`config.mk`:
```
export PLATFORM = sky130hd
export DESIGN_NAME = projectile_drag_integrator_top_flat
export DESIGN_NICKNAME = d
export VERILOG_FILES = /design/src/hdl/pdi_pkg.sv /design/src/hdl/pdi_if.sv /design/src/hdl/pdi_cfg_regs.sv /design/src/hdl/pdi_mul_unit.sv /design/src/hdl/pdi_sequencer.sv /design/src/hdl/pdi_datapath.sv /design/src/hdl/projectile_drag_integrator_top.sv /design/src/flat_wrapper.sv
export SDC_FILE = /design/constraint.sdc
export NUM_CORES = 2
export LEC_CHECK = 0
export BUFFER_PORTS_ARGS = -buffer_cell sky130_fd_sc_hd__buf_2
export CORE_MARGIN = 2
export CORE_UTILIZATION = 60
export CTS_BUF_LIST = sky130_fd_sc_hd__clkbuf_16
export DETAILED_ROUTE_END_ITERATION = 6
export PLACE_DENSITY = 0.78
export REMOVE_ABC_BUFFERS = 1
export SETUP_SLACK_MARGIN = 0.15
export SLEW_MARGIN = 20
export SYNTH_ARGS = -nofsm -noshare
export SYNTH_HDL_FRONTEND = slang
export SYNTH_SLANG_ARGS = --single-unit
```
`constraint.sdc`:
```
create_clock -name clk -period 21.7 [get_ports clk]
set_clock_uncertainty 0.1 [all_clocks]
set_input_delay 1.085 -clock clk [delete_from_list [all_inputs] [get_ports clk]]
set_output_delay 1.085 -clock clk [all_outputs]
set_load 0.1 [all_outputs]
```
`src/hdl/pdi_pkg.sv`:
```
// shared constants, types, microcode table and helpers for the drag integrator
`timescale 1ns / 1ps
package pdi_pkg;

    // fixed-point format
    localparam int FRAC_BITS = 16;
    localparam int K_FRAC    = 24;

    // field and state widths
    localparam int CMD_W    = 1;
    localparam int LVX_W    = 25;
    localparam int LVY_W    = 25;
    localparam int LH_W     = 26;
    localparam int DRAG_K_W = 32;
    localparam int GRAV_W   = 23;
    localparam int DT_W     = 20;
    localparam int TGT_W    = 33;
    localparam int MARGIN_W = 23;
    localparam int STATE_W  = 40;
    localparam int TIME_W   = 40;
    localparam int PEAK_W   = 39;
    localparam int DT2_W    = 2 * DT_W;

    // multiplier widths
    localparam int A_W     = STATE_W;
    localparam int MAG_W   = STATE_W + 1;
    localparam int CHUNK_W = (MAG_W + 1) / 2;
    localparam int PP_W    = A_W + CHUNK_W;
    localparam int PROD_W  = A_W + 2 * CHUNK_W;
    localparam int RES_W   = MAG_W + 1;
    localparam int ACC_W   = STATE_W + 4;

    // configuration port
    localparam int CFG_ADDR_W = 6;
    localparam int CFG_DATA_W = 64;
    localparam int REG_LSB    = 3;
    localparam int REG_IDX_W  = CFG_ADDR_W - REG_LSB;

    localparam logic [REG_IDX_W-1:0] REG_DRAG_K        = 3'd0;
    localparam logic [REG_IDX_W-1:0] REG_GRAVITY       = 3'd1;
    localparam logic [REG_IDX_W-1:0] REG_TIME_STEP     = 3'd2;
    localparam logic [REG_IDX_W-1:0] REG_TARGET_X      = 3'd3;
    localparam logic [REG_IDX_W-1:0] REG_TARGET_Y      = 3'd4;
    localparam logic [REG_IDX_W-1:0] REG_TARGET_MARGIN = 3'd5;

    localparam logic [DRAG_K_W-1:0] DRAG_K_RST        = 32'd0;
    localparam logic [GRAV_W-1:0]   GRAVITY_RST       = 23'd642908;
    localparam logic [DT_W-1:0]     TIME_STEP_RST     = 20'd6554;
    localparam logic [TGT_W-1:0]    TARGET_X_RST      = 33'd851968;
    localparam logic [TGT_W-1:0]    TARGET_Y_RST      = 33'd393216;
    localparam logic [MARGIN_W-1:0] TARGET_MARGIN_RST = 23'd65536;

    // commands
    localparam logic [CMD_W-1:0] CMD_LAUNCH  = 1'b0;
    localparam logic [CMD_W-1:0] CMD_ADVANCE = 1'b1;

    // microcode fields
    localparam int OP_W   = 3;
    localparam int COND_W = 2;
    localparam int ASEL_W = 3;
    localparam int BSEL_W = 2;
    localparam int SH_W   = 2;
    localparam int WB_W   = 4;
    localparam int UPC_W  = 4;

    localparam logic [OP_W-1:0] OP_NOP    = 3'd0;
    localparam logic [OP_W-1:0] OP_MUL    = 3'd1;
    localparam logic [OP_W-1:0] OP_LAUNCH = 3'd2;
    localparam logic [OP_W-1:0] OP_FIN    = 3'd3;
    localparam logic [OP_W-1:0] OP_OUT    = 3'd4;

    localparam logic [COND_W-1:0] COND_NONE   = 2'd0;
    localparam logic [COND_W-1:0] COND_ALWAYS = 2'd1;
    localparam logic [COND_W-1:0] COND_LAUNCH = 2'd2;
    localparam logic [COND_W-1:0] COND_LANDED = 2'd3;

    localparam logic [ASEL_W-1:0] A_VY = 3'd0;
    localparam logic [ASEL_W-1:0] A_VX = 3'd1;
    localparam logic [ASEL_W-1:0] A_AY = 3'd2;
    localparam logic [ASEL_W-1:0] A_AX = 3'd3;
    localparam logic [ASEL_W-1:0] A_K  = 3'd4;
    localparam logic [ASEL_W-1:0] A_DT = 3'd5;

    localparam logic [BSEL_W-1:0] B_AMAG = 2'd0;
    localparam logic [BSEL_W-1:0] B_SQ   = 2'd1;
    localparam logic [BSEL_W-1:0] B_DT   = 2'd2;
    localparam logic [BSEL_W-1:0] B_DT2  = 2'd3;

    localparam logic [SH_W-1:0] SH_NONE = 2'd0;
    localparam logic [SH_W-1:0] SH_FRAC = 2'd1;
    localparam logic [SH_W-1:0] SH_K    = 2'd2;
    localparam logic [SH_W-1:0] SH_DT2  = 2'd3;

    localparam logic [WB_W-1:0] WB_NONE = 4'd0;
    localparam logic [WB_W-1:0] WB_SQ   = 4'd1;
    localparam logic [WB_W-1:0] WB_AY   = 4'd2;
    localparam logic [WB_W-1:0] WB_AX   = 4'd3;
    localparam logic [WB_W-1:0] WB_DT2  = 4'd4;
    localparam logic [WB_W-1:0] WB_SUMY = 4'd5;
    localparam logic [WB_W-1:0] WB_Y    = 4'd6;
    localparam logic [WB_W-1:0] WB_VY   = 4'd7;
    localparam logic [WB_W-1:0] WB_SUMX = 4'd8;
    localparam logic [WB_W-1:0] WB_X    = 4'd9;
    localparam logic [WB_W-1:0] WB_VX   = 4'd10;

    localparam logic [UPC_W-1:0] LBL_START  = 4'd0;
    localparam logic [UPC_W-1:0] LBL_OUT    = 4'd14;
    localparam logic [UPC_W-1:0] LBL_LAUNCH = 4'd15;

    typedef struct packed {
        logic [OP_W-1:0]   op;
        logic [COND_W-1:0] cond;
        logic [ASEL_W-1:0] a_sel;
        logic [BSEL_W-1:0] b_sel;
        logic [SH_W-1:0]   sh_sel;
        logic [WB_W-1:0]   wb;
        logic [UPC_W-1:0]  target;
    } uword_t;

    typedef struct packed {
        logic              go;
        logic              fire;
        logic [OP_W-1:0]   op;
        logic [ASEL_W-1:0] a_sel;
        logic [BSEL_W-1:0] b_sel;
        logic [SH_W-1:0]   sh_sel;
        logic [WB_W-1:0]   wb;
    } ctrl_t;

    typedef struct packed {
        logic [DRAG_K_W-1:0] drag_k;
        logic [GRAV_W-1:0]   gravity;
        logic [DT_W-1:0]     time_step;
        logic [TGT_W-1:0]    target_x;
        logic [TGT_W-1:0]    target_y;
        logic [MARGIN_W-1:0] target_margin;
    } cfg_t;

    typedef struct packed {
        logic signed [STATE_W-1:0] pos_x;
        logic signed [STATE_W-1:0] pos_y;
        logic signed [STATE_W-1:0] vel_x;
        logic signed [STATE_W-1:0] vel_y;
        logic [TIME_W-1:0]         elapsed;
        logic [PEAK_W-1:0]         peak_height;
        logic [TIME_W-1:0]         hit_time;
        logic                      hit_valid;
        logic                      landed;
    } result_t;

    // saturation bounds of the signed state range
    localparam logic signed [ACC_W-1:0] SAT_HI =
        {{(ACC_W-STATE_W+1){1'b0}}, {(STATE_W-1){1'b1}}};
    localparam logic signed [ACC_W-1:0] SAT_LO =
        {{(ACC_W-STATE_W+1){1'b1}}, {(STATE_W-1){1'b0}}};

    // clamp a wide sum into the signed state range
    function automatic logic signed [STATE_W-1:0] sat_state(
        input logic signed [ACC_W-1:0] v);
        logic signed [STATE_W-1:0] r;
        if (v > SAT_HI)
            r = SAT_HI[STATE_W-1:0];
        else if (v < SAT_LO)
            r = SAT_LO[STATE_W-1:0];
        else
            r = v[STATE_W-1:0];
        return r;
    endfunction

    // sign-extend a state value to the accumulator width
    function automatic logic signed [ACC_W-1:0] sext_state(
        input logic signed [STATE_W-1:0] v);
        return {{(ACC_W-STATE_W){v[STATE_W-1]}}, v};
    endfunction

    // microprogram: dispatch, eleven multiplies, finish, output, launch
    function automatic uword_t ucode(input logic [UPC_W-1:0] addr);
        uword_t w;
        case (addr)
            4'd0:  w = '{OP_NOP, COND_LAUNCH, A_VY, B_DT, SH_NONE, WB_NONE, LBL_LAUNCH};
            4'd1:  w = '{OP_NOP, COND_LANDED, A_VY, B_DT, SH_NONE, WB_NONE, LBL_OUT};
            4'd2:  w = '{OP_MUL, COND_NONE, A_VY, B_AMAG, SH_FRAC, WB_SQ, LBL_START};
            4'd3:  w = '{OP_MUL, COND_NONE, A_K, B_SQ, SH_K, WB_AY, LBL_START};
            4'd4:  w = '{OP_MUL, COND_NONE, A_VX, B_AMAG, SH_FRAC, WB_SQ, LBL_START};
            4'd5:  w = '{OP_MUL, COND_NONE, A_K, B_SQ, SH_K, WB_AX, LBL_START};
            4'd6:  w = '{OP_MUL, COND_NONE, A_DT, B_DT, SH_NONE, WB_DT2, LBL_START};
            4'd7:  w = '{OP_MUL, COND_NONE, A_VY, B_DT, SH_FRAC, WB_SUMY, LBL_START};
            4'd8:  w = '{OP_MUL, COND_NONE, A_AY, B_DT2, SH_DT2, WB_Y, LBL_START};
            4'd9:  w = '{OP_MUL, COND_NONE, A_AY, B_DT, SH_FRAC, WB_VY, LBL_START};
            4'd10: w = '{OP_MUL, COND_NONE, A_VX, B_DT, SH_FRAC, WB_SUMX, LBL_START};
            4'd11: w = '{OP_MUL, COND_NONE, A_AX, B_DT2, SH_DT2, WB_X, LBL_START};
            4'd12: w = '{OP_MUL, COND_NONE, A_AX, B_DT, SH_FRAC, WB_VX, LBL_START};
            4'd13: w = '{OP_FIN, COND_NONE, A_VY, B_DT, SH_NONE, WB_NONE, LBL_START};
            4'd14: w = '{OP_OUT, COND_NONE, A_VY, B_DT, SH_NONE, WB_NONE, LBL_START};
            4'd15: w = '{OP_LAUNCH, COND_ALWAYS, A_VY, B_DT, SH_NONE, WB_NONE, LBL_OUT};
            default: w = '{OP_OUT, COND_NONE, A_VY, B_DT, SH_NONE, WB_NONE, LBL_START};
        endcase
        return w;
    endfunction

endpackage

```
`src/hdl/pdi_if.sv`:
```
// valid/ready channel interfaces for commands and results
`timescale 1ns / 1ps
interface pdi_req_if import pdi_pkg::*; ();
    logic             valid;
    logic             ready;
    logic [CMD_W-1:0] cmd;
    logic [LVX_W-1:0] launch_vx;
    logic [LVY_W-1:0] launch_vy;
    logic [LH_W-1:0]  launch_height;

    modport source (
        output valid, cmd, launch_vx, launch_vy, launch_height,
        input  ready
    );
    modport sink (
        input  valid, cmd, launch_vx, launch_vy, launch_height,
        output ready
    );
endinterface

interface pdi_rsp_if import pdi_pkg::*; ();
    logic                      valid;
    logic                      ready;
    logic signed [STATE_W-1:0] pos_x;
    logic signed [STATE_W-1:0] pos_y;
    logic signed [STATE_W-1:0] vel_x;
    logic signed [STATE_W-1:0] vel_y;
    logic [TIME_W-1:0]         elapsed;
    logic [PEAK_W-1:0]         peak_height;
    logic [TIME_W-1:0]         hit_time;
    logic                      hit_valid;
    logic                      landed;

    modport source (
        output valid, pos_x, pos_y, vel_x, vel_y, elapsed, peak_height,
               hit_time, hit_valid, landed,
        input  ready
    );
    modport sink (
        input  valid, pos_x, pos_y, vel_x, vel_y, elapsed, peak_height,
               hit_time, hit_valid, landed,
        output ready
    );
endinterface

```
`src/hdl/pdi_cfg_regs.sv`:
```
// apb configuration register bank
`timescale 1ns / 1ps
module pdi_cfg_regs import pdi_pkg::*; (
    input  logic                  clk,
    input  logic                  rst_n,
    input  logic                  psel,
    input  logic                  penable,
    input  logic                  pwrite,
    input  logic [CFG_ADDR_W-1:0] paddr,
    input  logic [CFG_DATA_W-1:0] pwdata,
    output logic [CFG_DATA_W-1:0] prdata,
    output logic                  pready,
    output cfg_t                  cfg
);

    cfg_t                 cfg_reg, cfg_next;
    logic                 wr_en;
    logic [REG_IDX_W-1:0] idx;

    assign pready = 1'b1;
    assign wr_en  = psel && penable && pwrite && pready;
    assign idx    = paddr[CFG_ADDR_W-1:REG_LSB];
    assign cfg    = cfg_reg;

    // register write decode
    always_comb
    begin
        cfg_next = cfg_reg;
        if (wr_en)
        begin
            case (idx)
                REG_DRAG_K:        cfg_next.drag_k        = pwdata[DRAG_K_W-1:0];
                REG_GRAVITY:       cfg_next.gravity       = pwdata[GRAV_W-1:0];
                REG_TIME_STEP:     cfg_next.time_step     = pwdata[DT_W-1:0];
                REG_TARGET_X:      cfg_next.target_x      = pwdata[TGT_W-1:0];
                REG_TARGET_Y:      cfg_next.target_y      = pwdata[TGT_W-1:0];
                REG_TARGET_MARGIN: cfg_next.target_margin = pwdata[MARGIN_W-1:0];
                default:           cfg_next = cfg_reg;
            endcase
        end
    end

    // readback mux
    always_comb
    begin
        case (idx)
            REG_DRAG_K:        prdata = CFG_DATA_W'(cfg_reg.drag_k);
            REG_GRAVITY:       prdata = CFG_DATA_W'(cfg_reg.gravity);
            REG_TIME_STEP:     prdata = CFG_DATA_W'(cfg_reg.time_step);
            REG_TARGET_X:      prdata = CFG_DATA_W'(cfg_reg.target_x);
            REG_TARGET_Y:      prdata = CFG_DATA_W'(cfg_reg.target_y);
            REG_TARGET_MARGIN: prdata = CFG_DATA_W'(cfg_reg.target_margin);
            default:           prdata = '0;
        endcase
    end

    always_ff @(posedge clk or negedge rst_n)
    begin
        if (!rst_n)
        begin
            cfg_reg <= '{drag_k:        DRAG_K_RST,
                         gravity:       GRAVITY_RST,
                         time_step:     TIME_STEP_RST,
                         target_x:      TARGET_X_RST,
                         target_y:      TARGET_Y_RST,
                         target_margin: TARGET_MARGIN_RST};
        end
        else
        begin
            cfg_reg <= cfg_next;
        end
    end

endmodule

```
`src/hdl/pdi_mul_unit.sv`:
```
// shared multi-cycle multiplier with shift, magnitude clamp and sign restore
`timescale 1ns / 1ps
module pdi_mul_unit import pdi_pkg::*; (
    input  logic                     clk,
    input  logic                     rst_n,
    input  logic                     go,
    input  logic [A_W-1:0]           a_mag,
    input  logic                     a_neg,
    input  logic [MAG_W-1:0]         b,
    input  logic [SH_W-1:0]          sh_sel,
    output logic                     done,
    output logic signed [RES_W-1:0]  res
);

    localparam logic [2:0] PH_LO   = 3'd0;
    localparam logic [2:0] PH_HI   = 3'd1;
    localparam logic [2:0] PH_SUM  = 3'd2;
    localparam logic [2:0] PH_SAT  = 3'd3;
    localparam logic [2:0] PH_DONE = 3'd4;

    localparam logic [PROD_W-1:0] MAG_LIM =
        {{(PROD_W-MAG_W){1'b0}}, 1'b1, {(MAG_W-1){1'b0}}};

    logic [2:0]                phase_reg, phase_next;
    logic [2*CHUNK_W-1:0]      b_ext;
    logic [CHUNK_W-1:0]        chunk;
    logic [PP_W-1:0]           pp_reg, pp_next;
    logic [PROD_W-1:0]         prod_reg;
    logic [PROD_W-1:0]         shifted;
    logic [MAG_W-1:0]          mag_sat;
    logic signed [RES_W-1:0]   res_reg, res_next;

    assign done = go && (phase_reg == PH_DONE);
    assign res  = res_reg;

    // one 40x21 partial product per cycle, low chunk first
    assign b_ext   = {{(2*CHUNK_W-MAG_W){1'b0}}, b};
    assign chunk   = (phase_reg == PH_LO) ? b_ext[CHUNK_W-1:0]
                                          : b_ext[2*CHUNK_W-1:CHUNK_W];
    assign pp_next = PP_W'(a_mag) * PP_W'(chunk);

    // fixed-point shift chosen by the control word
    always_comb
    begin
        case (sh_sel)
            SH_NONE: shifted = prod_reg;
            SH_FRAC: shifted = prod_reg >> FRAC_BITS;
            SH_K:    shifted = prod_reg >> K_FRAC;
            SH_DT2:  shifted = prod_reg >> (2 * FRAC_BITS + 1);
            default: shifted = prod_reg;
        endcase
    end

    // clamp magnitude at 2^40 and restore sign of the first operand
    assign mag_sat  = (shifted > MAG_LIM) ? MAG_LIM[MAG_W-1:0] : shifted[MAG_W-1:0];
    assign res_next = a_neg ? -$signed({1'b0, mag_sat}) : $signed({1'b0, mag_sat});

    // phase counter
    always_comb
    begin
        if (!go || phase_reg == PH_DONE)
            phase_next = PH_LO;
        else
            phase_next = phase_reg + 3'd1;
    end

    always_ff @(posedge clk or negedge rst_n)
    begin
        if (!rst_n)
            phase_reg <= PH_LO;
        else
            phase_reg <= phase_next;
    end

    // product datapath
    always_ff @(posedge clk)
    begin
        case (phase_reg)
            PH_LO:
            begin
                pp_reg <= pp_next;
            end
            PH_HI:
            begin
                prod_reg <= PROD_W'(pp_reg);
                pp_reg   <= pp_next;
            end
            PH_SUM:
            begin
                prod_reg <= prod_reg + (PROD_W'(pp_reg) << CHUNK_W);
            end
            PH_SAT:
            begin
                res_reg <= res_next;
            end
            default:
            begin
                res_reg <= res_reg;
            end
        endcase
    end

endmodule

```
`src/hdl/pdi_sequencer.sv`:
```
// microprogram counter, control store and branch logic
`timescale 1ns / 1ps
module pdi_sequencer import pdi_pkg::*; (
    input  logic  clk,
    input  logic  rst_n,
    input  logic  start,
    input  logic  is_launch,
    input  logic  landed,
    input  logic  mul_done,
    input  logic  out_free,
    output logic  busy,
    output ctrl_t ctrl
);

    logic             busy_reg, busy_next;
    logic [UPC_W-1:0] upc_reg, upc_next;
    uword_t           word;
    logic             cond_hit;
    logic             advance;

    assign word = ucode(upc_reg);
    assign busy = busy_reg;

    // branch condition
    always_comb
    begin
        case (word.cond)
            COND_NONE:   cond_hit = 1'b0;
            COND_ALWAYS: cond_hit = 1'b1;
            COND_LAUNCH: cond_hit = is_launch;
            COND_LANDED: cond_hit = landed;
            default:     cond_hit = 1'b0;
        endcase
    end

    // a busy word retires when the multiplier is done for a multiply and the output slot is free for an output
    assign advance = busy_reg
                  && (word.op != OP_MUL || mul_done)
                  && (word.op != OP_OUT || out_free);

    always_comb
    begin
        busy_next = busy_reg;
        upc_next  = upc_reg;
        if (start)
        begin
            busy_next = 1'b1;
            upc_next  = LBL_START;
        end
        else if (advance)
        begin
            if (word.op == OP_OUT)
            begin
                busy_next = 1'b0;
                upc_next  = LBL_START;
            end
            else if (cond_hit)
            begin
                upc_next = word.target;
            end
            else
            begin
                upc_next = upc_reg + UPC_W'(1);
            end
        end
    end

    always_ff @(posedge clk or negedge rst_n)
    begin
        if (!rst_n)
        begin
            busy_reg <= 1'b0;
            upc_reg  <= LBL_START;
        end
        else
        begin
            busy_reg <= busy_next;
            upc_reg  <= upc_next;
        end
    end

    // control word to the datapath and multiplier
    always_comb
    begin
        ctrl.go     = busy_reg && (word.op == OP_MUL);
        ctrl.fire   = advance;
        ctrl.op     = word.op;
        ctrl.a_sel  = word.a_sel;
        ctrl.b_sel  = word.b_sel;
        ctrl.sh_sel = word.sh_sel;
        ctrl.wb     = word.wb;
    end

endmodule

```
`src/hdl/pdi_datapath.sv`:
```
// flight state registers, operand selection and writeback
`timescale 1ns / 1ps
module pdi_datapath import pdi_pkg::*; (
    input  logic                    clk,
    input  logic                    rst_n,
    input  ctrl_t                   ctrl,
    input  cfg_t                    cfg,
    input  logic                    take,
    input  logic [CMD_W-1:0]        cmd,
    input  logic [LVX_W-1:0]        launch_vx,
    input  logic [LVY_W-1:0]        launch_vy,
    input  logic [LH_W-1:0]         launch_height,
    input  logic signed [RES_W-1:0] res,
    output logic [A_W-1:0]          a_mag,
    output logic                    a_neg,
    output logic [MAG_W-1:0]        b,
    output logic                    is_launch,
    output logic                    landed,
    output result_t                 state
);

    // latched transaction
    logic [CMD_W-1:0] cmd_reg;
    logic [LVX_W-1:0] lvx_reg;
    logic [LVY_W-1:0] lvy_reg;
    logic [LH_W-1:0]  lh_reg;

    // architectural state
    logic signed [STATE_W-1:0] x_reg, x_next, y_reg, y_next;
    logic signed [STATE_W-1:0] vx_reg, vx_next, vy_reg, vy_next;
    logic [TIME_W-1:0]         time_reg, time_next, stamp_reg, stamp_next;
    logic [PEAK_W-1:0]         peak_reg, peak_next;
    logic                      seen_reg, seen_next, landed_reg, landed_next;

    // scratch registers
    logic [MAG_W-1:0]          sq_reg, sq_next;
    logic signed [STATE_W-1:0] ay_reg, ay_next, ax_reg, ax_next;
    logic [DT2_W-1:0]          dt2_reg, dt2_next;
    logic signed [ACC_W-1:0]   sum_reg, sum_next;

    logic [STATE_W-1:0]        a_val;
    logic signed [ACC_W-1:0]   res_e, grav_e, drag_y, drag_x;
    logic signed [ACC_W-1:0]   tx_e, ty_e, mg_e, x_e, y_e;
    logic signed [STATE_W-1:0] fin_sat;
    logic [MAG_W-1:0]          res_mag;
    logic [TIME_W:0]           time_sum;
    logic                      hit;

    assign is_launch = (cmd_reg == CMD_LAUNCH);
    assign landed    = landed_reg;

    // first multiplier operand and its sign
    always_comb
    begin
        case (ctrl.a_sel)
            A_VY:    a_val = vy_reg;
            A_VX:    a_val = vx_reg;
            A_AY:    a_val = ay_reg;
            A_AX:    a_val = ax_reg;
            A_K:     a_val = STATE_W'(cfg.drag_k);
            A_DT:    a_val = STATE_W'(cfg.time_step);
            default: a_val = '0;
        endcase
    end

    assign a_neg = a_val[STATE_W-1];
    assign a_mag = a_neg ? (~a_val + A_W'(1)) : a_val;

    // second multiplier operand
    always_comb
    begin
        case (ctrl.b_sel)
            B_AMAG:  b = MAG_W'(a_mag);
            B_SQ:    b = sq_reg;
            B_DT:    b = MAG_W'(cfg.time_step);
            B_DT2:   b = MAG_W'(dt2_reg);
            default: b = '0;
        endcase
    end

    // writeback arithmetic
    assign res_e   = {{(ACC_W-RES_W){res[RES_W-1]}}, res};
    assign grav_e  = $signed({{(ACC_W-GRAV_W){1'b0}}, cfg.gravity});
    assign drag_y  = vy_reg[STATE_W-1] ? res_e : -res_e;
    assign drag_x  = vx_reg[STATE_W-1] ? res_e : -res_e;
    assign fin_sat = sat_state(sum_reg + res_e);

    // the square of a speed is a magnitude whatever the speed's sign
    assign res_mag = res[RES_W-1] ? MAG_W'(-res) : res[MAG_W-1:0];

    // target window test on the new point
    assign tx_e = $signed({{(ACC_W-TGT_W){1'b0}}, cfg.target_x});
    assign ty_e = $signed({{(ACC_W-TGT_W){1'b0}}, cfg.target_y});
    assign mg_e = $signed({{(ACC_W-MARGIN_W){1'b0}}, cfg.target_margin});
    assign x_e  = sext_state(x_reg);
    assign y_e  = sext_state(y_reg);
    assign hit  = (x_e < tx_e + mg_e) && (x_e > tx_e - mg_e)
               && (y_e < ty_e + mg_e) && (y_e > ty_e - mg_e);

    // saturating time advance
    assign time_sum = {1'b0, time_reg} + (TIME_W+1)'(cfg.time_step);

    always_comb
    begin
        x_next      = x_reg;
        y_next      = y_reg;
        vx_next     = vx_reg;
        vy_next     = vy_reg;
        time_next   = time_reg;
        stamp_next  = stamp_reg;
        peak_next   = peak_reg;
        seen_next   = seen_reg;
        landed_next = landed_reg;
        sq_next     = sq_reg;
        ay_next     = ay_reg;
        ax_next     = ax_reg;
        dt2_next    = dt2_reg;
        sum_next    = sum_reg;
        if (ctrl.fire)
        begin
            case (ctrl.op)
                OP_LAUNCH:
                begin
                    x_next      = '0;
                    y_next      = STATE_W'(lh_reg);
                    vx_next     = STATE_W'(lvx_reg);
                    vy_next     = STATE_W'(lvy_reg);
                    time_next   = '0;
                    stamp_next  = '0;
                    peak_next   = '0;
                    seen_next   = 1'b0;
                    landed_next = 1'b0;
                end
                OP_FIN:
                begin
                    if (hit)
                    begin
                        stamp_next = time_reg;
                        seen_next  = 1'b1;
                    end
                    time_next   = time_sum[TIME_W] ? {TIME_W{1'b1}} : time_sum[TIME_W-1:0];
                    landed_next = y_reg[STATE_W-1];
                end
                OP_MUL:
                begin
                    case (ctrl.wb)
                        WB_SQ:   sq_next  = res_mag;
                        WB_AY:   ay_next  = sat_state(drag_y - grav_e);
                        WB_AX:   ax_next  = sat_state(drag_x);
                        WB_DT2:  dt2_next = res[DT2_W-1:0];
                        WB_SUMY: sum_next = y_e + res_e;
                        WB_Y:
                        begin
                            y_next = fin_sat;
                            if (fin_sat > $signed({1'b0, peak_reg}))
                                peak_next = fin_sat[PEAK_W-1:0];
                        end
                        WB_VY:   vy_next  = sat_state(sext_state(vy_reg) + res_e);
                        WB_SUMX: sum_next = x_e + res_e;
                        WB_X:    x_next   = fin_sat;
                        WB_VX:   vx_next  = sat_state(sext_state(vx_reg) + res_e);
                        default: sum_next = sum_reg;
                    endcase
                end
                default:
                begin
                    sum_next = sum_reg;
                end
            endcase
        end
    end

    // architectural state
    always_ff @(posedge clk or negedge rst_n)
    begin
        if (!rst_n)
        begin
            x_reg      <= '0;
            y_reg      <= '0;
            vx_reg     <= '0;
            vy_reg     <= '0;
            time_reg   <= '0;
            stamp_reg  <= '0;
            peak_reg   <= '0;
            seen_reg   <= 1'b0;
            landed_reg <= 1'b1;
        end
        else
        begin
            x_reg      <= x_next;
            y_reg      <= y_next;
            vx_reg     <= vx_next;
            vy_reg     <= vy_next;
            time_reg   <= time_next;
            stamp_reg  <= stamp_next;
            peak_reg   <= peak_next;
            seen_reg   <= seen_next;
            landed_reg <= landed_next;
        end
    end

    // scratch values and the accepted transaction
    always_ff @(posedge clk)
    begin
        sq_reg  <= sq_next;
        ay_reg  <= ay_next;
        ax_reg  <= ax_next;
        dt2_reg <= dt2_next;
        sum_reg <= sum_next;
        if (take)
        begin
            cmd_reg <= cmd;
            lvx_reg <= launch_vx;
            lvy_reg <= launch_vy;
            lh_reg  <= launch_height;
        end
    end

    // current state as a result transaction
    always_comb
    begin
        state.pos_x       = x_reg;
        state.pos_y       = y_reg;
        state.vel_x       = vx_reg;
        state.vel_y       = vy_reg;
        state.elapsed     = time_reg;
        state.peak_height = peak_reg;
        state.hit_time    = seen_reg ? stamp_reg : '0;
        state.hit_valid   = seen_reg;
        state.landed      = landed_reg;
    end

endmodule

```
`src/hdl/projectile_drag_integrator_top.sv`:
```
// top level of the projectile drag integrator
`timescale 1ns / 1ps
// Integrates a 2-D projectile with quadratic drag in signed Q16 fixed point, one
// time step per advance command; a launch command loads the start velocity and
// height. Every command returns one result transaction with the state after it.
// A microprogram drives one shared multiplier that forms a 40x21 partial product
// per cycle and passes low, high, sum, saturate and done phases per product; an
// advance in flight runs eleven products plus dispatch, finish and output steps,
// and the block is busy, taking no new command, until its output step retires.
// Launches and advances after landing (or before any launch) run no products.
// A finished result waits in an output register while the next command is taken;
// the block only stalls at its output step if that register is still full.
// Configuration is written through the APB port at byte address 8*index, 64-bit.
module projectile_drag_integrator_top import pdi_pkg::*; (
    input  logic                  clk,
    input  logic                  rst_n,
    pdi_req_if.sink               req,
    pdi_rsp_if.source             rsp,
    input  logic                  psel,
    input  logic                  penable,
    input  logic                  pwrite,
    input  logic [CFG_ADDR_W-1:0] paddr,
    input  logic [CFG_DATA_W-1:0] pwdata,
    output logic [CFG_DATA_W-1:0] prdata,
    output logic                  pready
);

    cfg_t                    cfg;
    ctrl_t                   ctrl;
    result_t                 state;
    result_t                 out_data_reg;
    logic                    out_valid_reg, out_valid_next;
    logic                    busy;
    logic                    take;
    logic                    out_free;
    logic                    out_load;
    logic                    is_launch;
    logic                    landed;
    logic                    mul_done;
    logic [A_W-1:0]          a_mag;
    logic                    a_neg;
    logic [MAG_W-1:0]        b;
    logic signed [RES_W-1:0] res;

    // input handshake
    assign req.ready = !busy;
    assign take      = req.valid && req.ready;

    // output slot
    assign out_free = !out_valid_reg || rsp.ready;
    assign out_load = ctrl.fire && (ctrl.op == OP_OUT);

    pdi_cfg_regs u_cfg (
        .clk     (clk),
        .rst_n   (rst_n),
        .psel    (psel),
        .penable (penable),
        .pwrite  (pwrite),
        .paddr   (paddr),
        .pwdata  (pwdata),
        .prdata  (prdata),
        .pready  (pready),
        .cfg     (cfg)
    );

    pdi_sequencer u_seq (
        .clk       (clk),
        .rst_n     (rst_n),
        .start     (take),
        .is_launch (is_launch),
        .landed    (landed),
        .mul_done  (mul_done),
        .out_free  (out_free),
        .busy      (busy),
        .ctrl      (ctrl)
    );

    pdi_mul_unit u_mul (
        .clk    (clk),
        .rst_n  (rst_n),
        .go     (ctrl.go),
        .a_mag  (a_mag),
        .a_neg  (a_neg),
        .b      (b),
        .sh_sel (ctrl.sh_sel),
        .done   (mul_done),
        .res    (res)
    );

    pdi_datapath u_dp (
        .clk           (clk),
        .rst_n         (rst_n),
        .ctrl          (ctrl),
        .cfg           (cfg),
        .take          (take),
        .cmd           (req.cmd),
        .launch_vx     (req.launch_vx),
        .launch_vy     (req.launch_vy),
        .launch_height (req.launch_height),
        .res           (res),
        .a_mag         (a_mag),
        .a_neg         (a_neg),
        .b             (b),
        .is_launch     (is_launch),
        .landed        (landed),
        .state         (state)
    );

    // output register
    always_comb
    begin
        if (out_load)
            out_valid_next = 1'b1;
        else if (rsp.ready)
            out_valid_next = 1'b0;
        else
            out_valid_next = out_valid_reg;
    end

    always_ff @(posedge clk or negedge rst_n)
    begin
        if (!rst_n)
            out_valid_reg <= 1'b0;
        else
            out_valid_reg <= out_valid_next;
    end

    always_ff @(posedge clk)
    begin
        if (out_load)
            out_data_reg <= state;
    end

    assign rsp.valid       = out_valid_reg;
    assign rsp.pos_x       = out_data_reg.pos_x;
    assign rsp.pos_y       = out_data_reg.pos_y;
    assign rsp.vel_x       = out_data_reg.vel_x;
    assign rsp.vel_y       = out_data_reg.vel_y;
    assign rsp.elapsed     = out_data_reg.elapsed;
    assign rsp.peak_height = out_data_reg.peak_height;
    assign rsp.hit_time    = out_data_reg.hit_time;
    assign rsp.hit_valid   = out_data_reg.hit_valid;
    assign rsp.landed      = out_data_reg.landed;

    // an accepted command always starts the microprogram
    assert property (@(posedge clk) disable iff (!rst_n)
        take |=> busy)
        else $error("accepted command did not start the sequencer");

    // a pending result is never overwritten
    assert property (@(posedge clk) disable iff (!rst_n)
        out_load |-> (!out_valid_reg || rsp.ready))
        else $error("result register loaded while still full");

    // the multiplier only finishes inside a multiply word
    assert property (@(posedge clk) disable iff (!rst_n)
        mul_done |-> (ctrl.op == OP_MUL))
        else $error("multiplier done outside a multiply step");

endmodule

```
`src/flat_wrapper.sv`:
```
// flat-port wrapper written by rule: the top's interface ports become plain ports
module projectile_drag_integrator_top_flat import pdi_pkg::*;
  (clk, rst_n, psel, penable, pwrite, paddr, pwdata, prdata, pready, req_valid, req_cmd, req_launch_vx, req_launch_vy, req_launch_height, req_ready, rsp_valid, rsp_pos_x, rsp_pos_y, rsp_vel_x, rsp_vel_y, rsp_elapsed, rsp_peak_height, rsp_hit_time, rsp_hit_valid, rsp_landed, rsp_ready);
  pdi_req_if req_i ();
  pdi_rsp_if rsp_i ();
  input  logic clk;
  input  logic rst_n;
  input  logic psel;
  input  logic penable;
  input  logic pwrite;
  input  logic [CFG_ADDR_W-1:0] paddr;
  input  logic [CFG_DATA_W-1:0] pwdata;
  output logic [CFG_DATA_W-1:0] prdata;
  output logic pready;
  input wire logic [$bits(req_i.valid)-1:0] req_valid;
  input wire logic [$bits(req_i.cmd)-1:0] req_cmd;
  input wire logic [$bits(req_i.launch_vx)-1:0] req_launch_vx;
  input wire logic [$bits(req_i.launch_vy)-1:0] req_launch_vy;
  input wire logic [$bits(req_i.launch_height)-1:0] req_launch_height;
  output wire logic [$bits(req_i.ready)-1:0] req_ready;
  output wire logic [$bits(rsp_i.valid)-1:0] rsp_valid;
  output wire logic [$bits(rsp_i.pos_x)-1:0] rsp_pos_x;
  output wire logic [$bits(rsp_i.pos_y)-1:0] rsp_pos_y;
  output wire logic [$bits(rsp_i.vel_x)-1:0] rsp_vel_x;
  output wire logic [$bits(rsp_i.vel_y)-1:0] rsp_vel_y;
  output wire logic [$bits(rsp_i.elapsed)-1:0] rsp_elapsed;
  output wire logic [$bits(rsp_i.peak_height)-1:0] rsp_peak_height;
  output wire logic [$bits(rsp_i.hit_time)-1:0] rsp_hit_time;
  output wire logic [$bits(rsp_i.hit_valid)-1:0] rsp_hit_valid;
  output wire logic [$bits(rsp_i.landed)-1:0] rsp_landed;
  input wire logic [$bits(rsp_i.ready)-1:0] rsp_ready;
  assign req_i.valid = req_valid;
  assign req_i.cmd = req_cmd;
  assign req_i.launch_vx = req_launch_vx;
  assign req_i.launch_vy = req_launch_vy;
  assign req_i.launch_height = req_launch_height;
  assign req_ready = req_i.ready;
  assign rsp_valid = rsp_i.valid;
  assign rsp_pos_x = rsp_i.pos_x;
  assign rsp_pos_y = rsp_i.pos_y;
  assign rsp_vel_x = rsp_i.vel_x;
  assign rsp_vel_y = rsp_i.vel_y;
  assign rsp_elapsed = rsp_i.elapsed;
  assign rsp_peak_height = rsp_i.peak_height;
  assign rsp_hit_time = rsp_i.hit_time;
  assign rsp_hit_valid = rsp_i.hit_valid;
  assign rsp_landed = rsp_i.landed;
  assign rsp_i.ready = rsp_ready;
  projectile_drag_integrator_top u_core (.clk(clk), .rst_n(rst_n), .req(req_i), .rsp(rsp_i), .psel(psel), .penable(penable), .pwrite(pwrite), .paddr(paddr), .pwdata(pwdata), .prdata(prdata), .pready(pready));
endmodule
```
---- After elaboration in Yosys (flattened, before gate mapping) ----
Memories as Yosys holds them, arrays and structs flattened.
Index checks and enable logic that the tools add are counted.
word-level totals
  memory bits (read-only) ................. 320
  logic and storage cells ................. 225
  flip-flop bits (word level) ............. 1202
  output and inout bits ................... 348
  memories kept ........................... 1
operators by class
  add/subtract/negate cells ............... 18
  multiply operators ...................... 1
  bitwise gates (word level) .............. 2
  eq/ne operators ......................... 45
  reduce and logical (&&, ||, !) cells .... 51
  muxes and demuxes ....................... 50
  order comparisons ....................... 16
memories
  name             depth  width  rd ports  clocked after Yosys merged registers in  wr ports  line            text
  (no name shown)  16     20     1         0                                        0         pdi_pkg.sv:179  case (addr)
operators with widths
  kind                  number
  $mux 40               15
  $pmux 40 s2           6
  $pmux 82 s4           1
  $pmux 40 s6           1
  $pmux 33 s6           1
  $add 40x42->43        4
  $pmux 41 s4           1
  $pmux 82 s2           1
  $gt 44x40->1 const B  3
  $lt 44x40->1 const B  3
  $mux 41               3
  $mux 44               2
  $pmux 44 s2           1
  $gt 43x40->1 const B  2
  $lt 43x40->1 const B  2
  $add 82x82->82        1
  $gt 82x41->1 const B  1
  $gt 40x34->1          2
  $lt 40x35->1          2
  $mux 39               2
  $pmux 39 s2           1
  $add 33x23->34        2
  $sub 33x23->34        2
  $mul 40x21->61        1
  41 further kinds      123

---- Logic depth before layout (Yosys ltp) ----
An unclocked memory read counts as a cell.
  depth in word-level cells ............... 9
  mapped depth ............................ 50
  depth with buffers taken out ............ 44

---- Hierarchy ----
From an unflattened synthesis, not the netlist that was laid out.
unflattened totals
  cell total of the unflattened synthesis .. 10556
  area, all modules ....................... 104495.2 sq um
modules (own cells, without submodules)
  module                          sequential area each (sq um)  area each (sq um)  cells an instance  instances
  pdi_datapath                    15471.1                       48682.9            5437               1
  pdi_mul_unit                    5630.4                        38642.1            4157               1
  projectile_drag_integrator_top  8463.1                        8500.7             288                1
  pdi_cfg_regs                    4135.2                        7913.8             583                1
  pdi_sequencer                   125.1                         755.7              91                 1

---- Least setup slack after synthesis ----
No wires, ideal clock.
  path kind ............................... flip-flop to flip-flop
  start point ............................. reg u_core.u_seq.upc_reg[0]
  end point ............................... reg u_core.u_mul.pp_reg[59], data pin
  arrival time ............................ 11250 ps
  slack ................................... 10085 ps
  setup time .............................. 265 ps
  stages on the path, launching flop included .. 46
  cell sequence ........................... dfrtp_1 -> buf_2 -> inv_1 -> ha_1 -> mux2_2 -> nand2_1 -> buf_4 -> mux2i_1 -> o21ai_0 -> nand2_1 -> nand2_2 -> inv_1 -> clkbuf_1 -> ha_1 -> nand3_1 -> nor3_4 -> a31oi_1 -> xor2_1 -> (+10 left out) -> fa_1 -> fa_1 -> inv_1 -> fa_1 -> inv_1 -> ha_1 -> a21o_1 -> a21o_1 -> a21oi_1 -> o21a_1 -> o21a_1 -> o21ai_0 -> a221o_1 -> a41o_1 -> o32a_1 -> a221oi_1 -> o21ai_0 -> xor2_1
between the ends
  word-level cells in the longest chain between the ends .. 9
  elaborated cells on any way between the ends .. 18
  those cells by class .................... 1 x add/sub; 1 x mul; 8 x eq/ne; 4 x mux; 1 x bitwise; 2 x reduce/logical; 1 x memory
RTL lines
  element                                   line                 text
  from (decl)                               pdi_sequencer.sv:16  logic [UPC_W-1:0] upc_reg, upc_next;
  from (signal assigned)                    pdi_sequencer.sv:78  upc_reg <= upc_next;
  $mem_v2 16x20 *                           -
  $eq 3x3->1, or another cell as far along  pdi_datapath.sv:55   case (ctrl.a_sel)
  $pmux 40 s6                               pdi_datapath.sv:55
  $not 40->40                               pdi_datapath.sv:67   assign a_mag = a_neg ? (~a_val + A_W'(1)) : a_val;
  $add 40x1->40                             pdi_datapath.sv:67
  $mux 40                                   pdi_datapath.sv:67
  $pmux 41 s4                               pdi_datapath.sv:72   case (ctrl.b_sel)
  $mux 21                                   pdi_mul_unit.sv:38   assign chunk = (phase_reg == PH_LO) ? b_ext[CHUNK_W-1:0]
  $mul 40x21->61 *                          pdi_mul_unit.sv:40   assign pp_next = PP_W'(a_mag) * PP_W'(chunk);
  net u_core.u_mul.pp_next[59]              pdi_mul_unit.sv:27   logic [PP_W-1:0] pp_reg, pp_next;
  to (signal assigned)                      pdi_mul_unit.sv:81   pp_reg <= pp_next;
  to (signal assigned)                      pdi_mul_unit.sv:86   pp_reg <= pp_next;
  to (decl)                                 pdi_mul_unit.sv:27
The timed path passes the listed nets; every way through them passes the cells marked *.
A chain may end at the register's enable or synchronous reset.

---- Worst setup path in the final report ----
Ends and elaborated chain as after synthesis.

==> results.md <==
- # H-tree levels: 4
- Worst setup EP type: flop
- Synth Flop Type: edfxtp_1
- Number of global-route vias before repair: 85000
- Synth top area cells: edfxtp_1, fa_1, dfrtp_1
- Ratio of final minimum period to clock period: 0.671
- Synthesis-to-finish area growth: 9.30%
- Bufs and invs on worst path: 8
- MaxCap Viol Count: 0
- Global-route wire length before repair: around 550 mm
- CTS max path bufs: 3
- Rel. slew slack: 0.145
- Nets: 12700
- Number of synthesized flops with an enable pin: about 750
- Max Transition Viols Final: 0
- Post-CTS Setup Inserts: 0
- Core area: approximately 170000 um2
- Delay-heaviest family, CP: adder cells
- Most common cell after layout, fill and taps aside: nand2_1
- Drt initial violations: around 12000
- Setup TNS: 0 ns
- Worst-Skew Late Latency: about 0.82 ns
- Clock tree from TritonCTS: yes
- CTS root buffer: clkbuf_16
- DRC: 32
- Critical Path Fanout Max: 17
- CTS Hold Bufs: 0
- Die Width: between 400 and 500 um
- Critical path type: reg -> reg
- GP Congestion: roughly 1.1
- DRT Wirelength: about 380 mm
- Initial DRT Pass Iterations: 7
- Register area share after synthesis: 0.328
- Max Freq: a little under 70 MHz
- Hpwl dp: between 200 and 300 mm
- Die area: approximately 170000 um2
- Vias: around 90000
- Warnings, synthesis: 0
- Worst path required time: ~22 ns
- GRT Util Overall: 0.425
- Synth cell types: ~120
- Slowest cell delay on critical path: between 0.9 and 1 ns
- Avg WL per Cell: approximately 28 um
- Final ANT Viol Nets: 0
- Vias per cell: 6.59
- Most frequent cells in the layout: nand2_1, inv_1, nor2_1, edfxtp_1, ha_1
- Post-synthesis register bit count: ~1200
- Port bufs: 435
- Antenna violations before repair: 44
- Min-delay worst type: in -> async
- # IOs: roughly 500
- Min Tclk post-route: roughly 15 ns
- Die H: about 420 um
- Mapped Cells: 10800
- CTS Buf Count: 132
- Placement Rows: 152
- Status: complete, but fails checks
- Clock net sink count: 1201
- Type of origin of the critical path: flop
- Initial Util: 0.602
- Crit-path most repeated cell: fa_1
- Failing checks: design-rule violations
- Async SR Flop Fraction: 0.378
- RSZ-0062 raised after global routing: no
- CP max-delay cell: a221o_1
- Avg Inst Size Synth: approximately 9.5 um2
- Largest net degree at the start of global routing: around 170
- Final Hold Viols: 0
- Clock-pin slew on the worst setup and hold paths: around 0.06 ns
- Final Setup Violations: 0
- Worst-Margin Slew: 1.27 ns
- Syn Std Cell Area: around 100000 um2
- Resized cells post-CTS: 0
- Global route total overflow: 0
- Max reg flops: about 160
- Layout cells sized above 1: 0.114
- Worst Path Arrival: ~15 ns
- Share of the synthesized area in the top cell type: 0.218
- Synth area leader: edfxtp_1
==> layer usage <==
metal | track usage | vias up | share of wire
li1 | - | 38000 | -
met1 | 0.570 | 43700 | 0.38
met2 | 0.591 | 5837 | 0.41
met3 | 0.151 | 1276 | 0.14
met4 | 0.249 | 32 | 0.070
met5 | 0.00945 | - | 0.0013
==> through the flow <==
stage	hold WS (ns)	utilization	cell area, um2	instances	setup slack (ns)
5_1_grt	0.149	0.658	112000	13500	6.79
3_5_place_dp	0.332	0.631	108000	13200	7.70
4_1_cts	0.131	0.657	112000	13500	7.63
2_1_floorplan	0.325	-	101000	10300	7.47
3_3_place_gp	0.333	0.631	108000	13200	7.98
6_report	0.118	0.658	113000	13500	7.13
==> cell type report <==
type | count | area [um2]
flip-flops and latches | 1201 | 33800
well taps | 2233 | 2790
fillers | 13600 | 58400
repair buffers | 673 | 4000
multi-input cells | 8102 | 63700
clock buffers | 137 | 3430
clock inverters | 109 | 1000
inverters | 1000 | 3760
diodes | 29 | 72.6
==> final timing paths <==
check                                         start                    endpoint  slack, ns  cells past startpoint
setup / recovery            u_core.u_seq.upc_reg[0]     u_core.u_mul.pp_reg[59]       7.13                     41
hold / removal                                rst_n       u_core.u_dp.y_reg[32]       0.12                      1
setup reg to reg            u_core.u_seq.upc_reg[0]     u_core.u_mul.pp_reg[59]       7.13                     41
hold reg to reg            u_core.u_dp.peak_reg[34]  u_core.rsp.peak_height[34]       0.35                      0
max in group asynchronous                     rst_n        u_core.u_dp.seen_reg      18.13                      4
min in group clk              req_launch_height[23]      u_core.u_dp.lh_reg[23]       0.34                      1
==> kinds of logic after synthesis <==
kind of cell,Yosys count,synth area share
mux,301,0.0322
xor+xnor,625,0.0533
buf+inv,1568,0.0602
simple gates,3230,0.144
flops,1201,0.328
compound gates,2449,0.151
other cells,2,0.0000729
fa+ha+maj,1465,0.231
==> synth_stat cells (23+ instances only) <==
cell / count
mux2_2: 183
a21oi_1: 664
o211ai_1: 58
a31oi_1: 83
buf_2: 69
o22ai_1: 24
edfxtp_1: 747
mux2i_1: 109
dfrtp_1: 428
inv_1: 997
xnor2_1: 420
a22o_1: 52
xor2_1: 203
nand2_1: 1184
dfstp_2: 26
a22oi_1: 71
a21o_1: 276
and2_1: 126
and3_1: 62
buf_1: 40
ha_1: 735
o31ai_1: 32
nor3_1: 203
a222oi_1: 23
nor2_1: 898
o21a_1: 83
nor2b_1: 100
buf_4: 38
o21ai_0: 653
or3_1: 67
fa_1: 730
a41oi_1: 29
o21bai_1: 75
nand4_1: 88
nand2b_1: 102
nor4_1: 50
clkbuf_1: 409
or2_2: 28
nand3_1: 205
a211oi_1: 60
a221o_1: 29
Power is not shown: default switching activity piles up to over one toggle a cycle in this logic, so the estimate is an artifact.
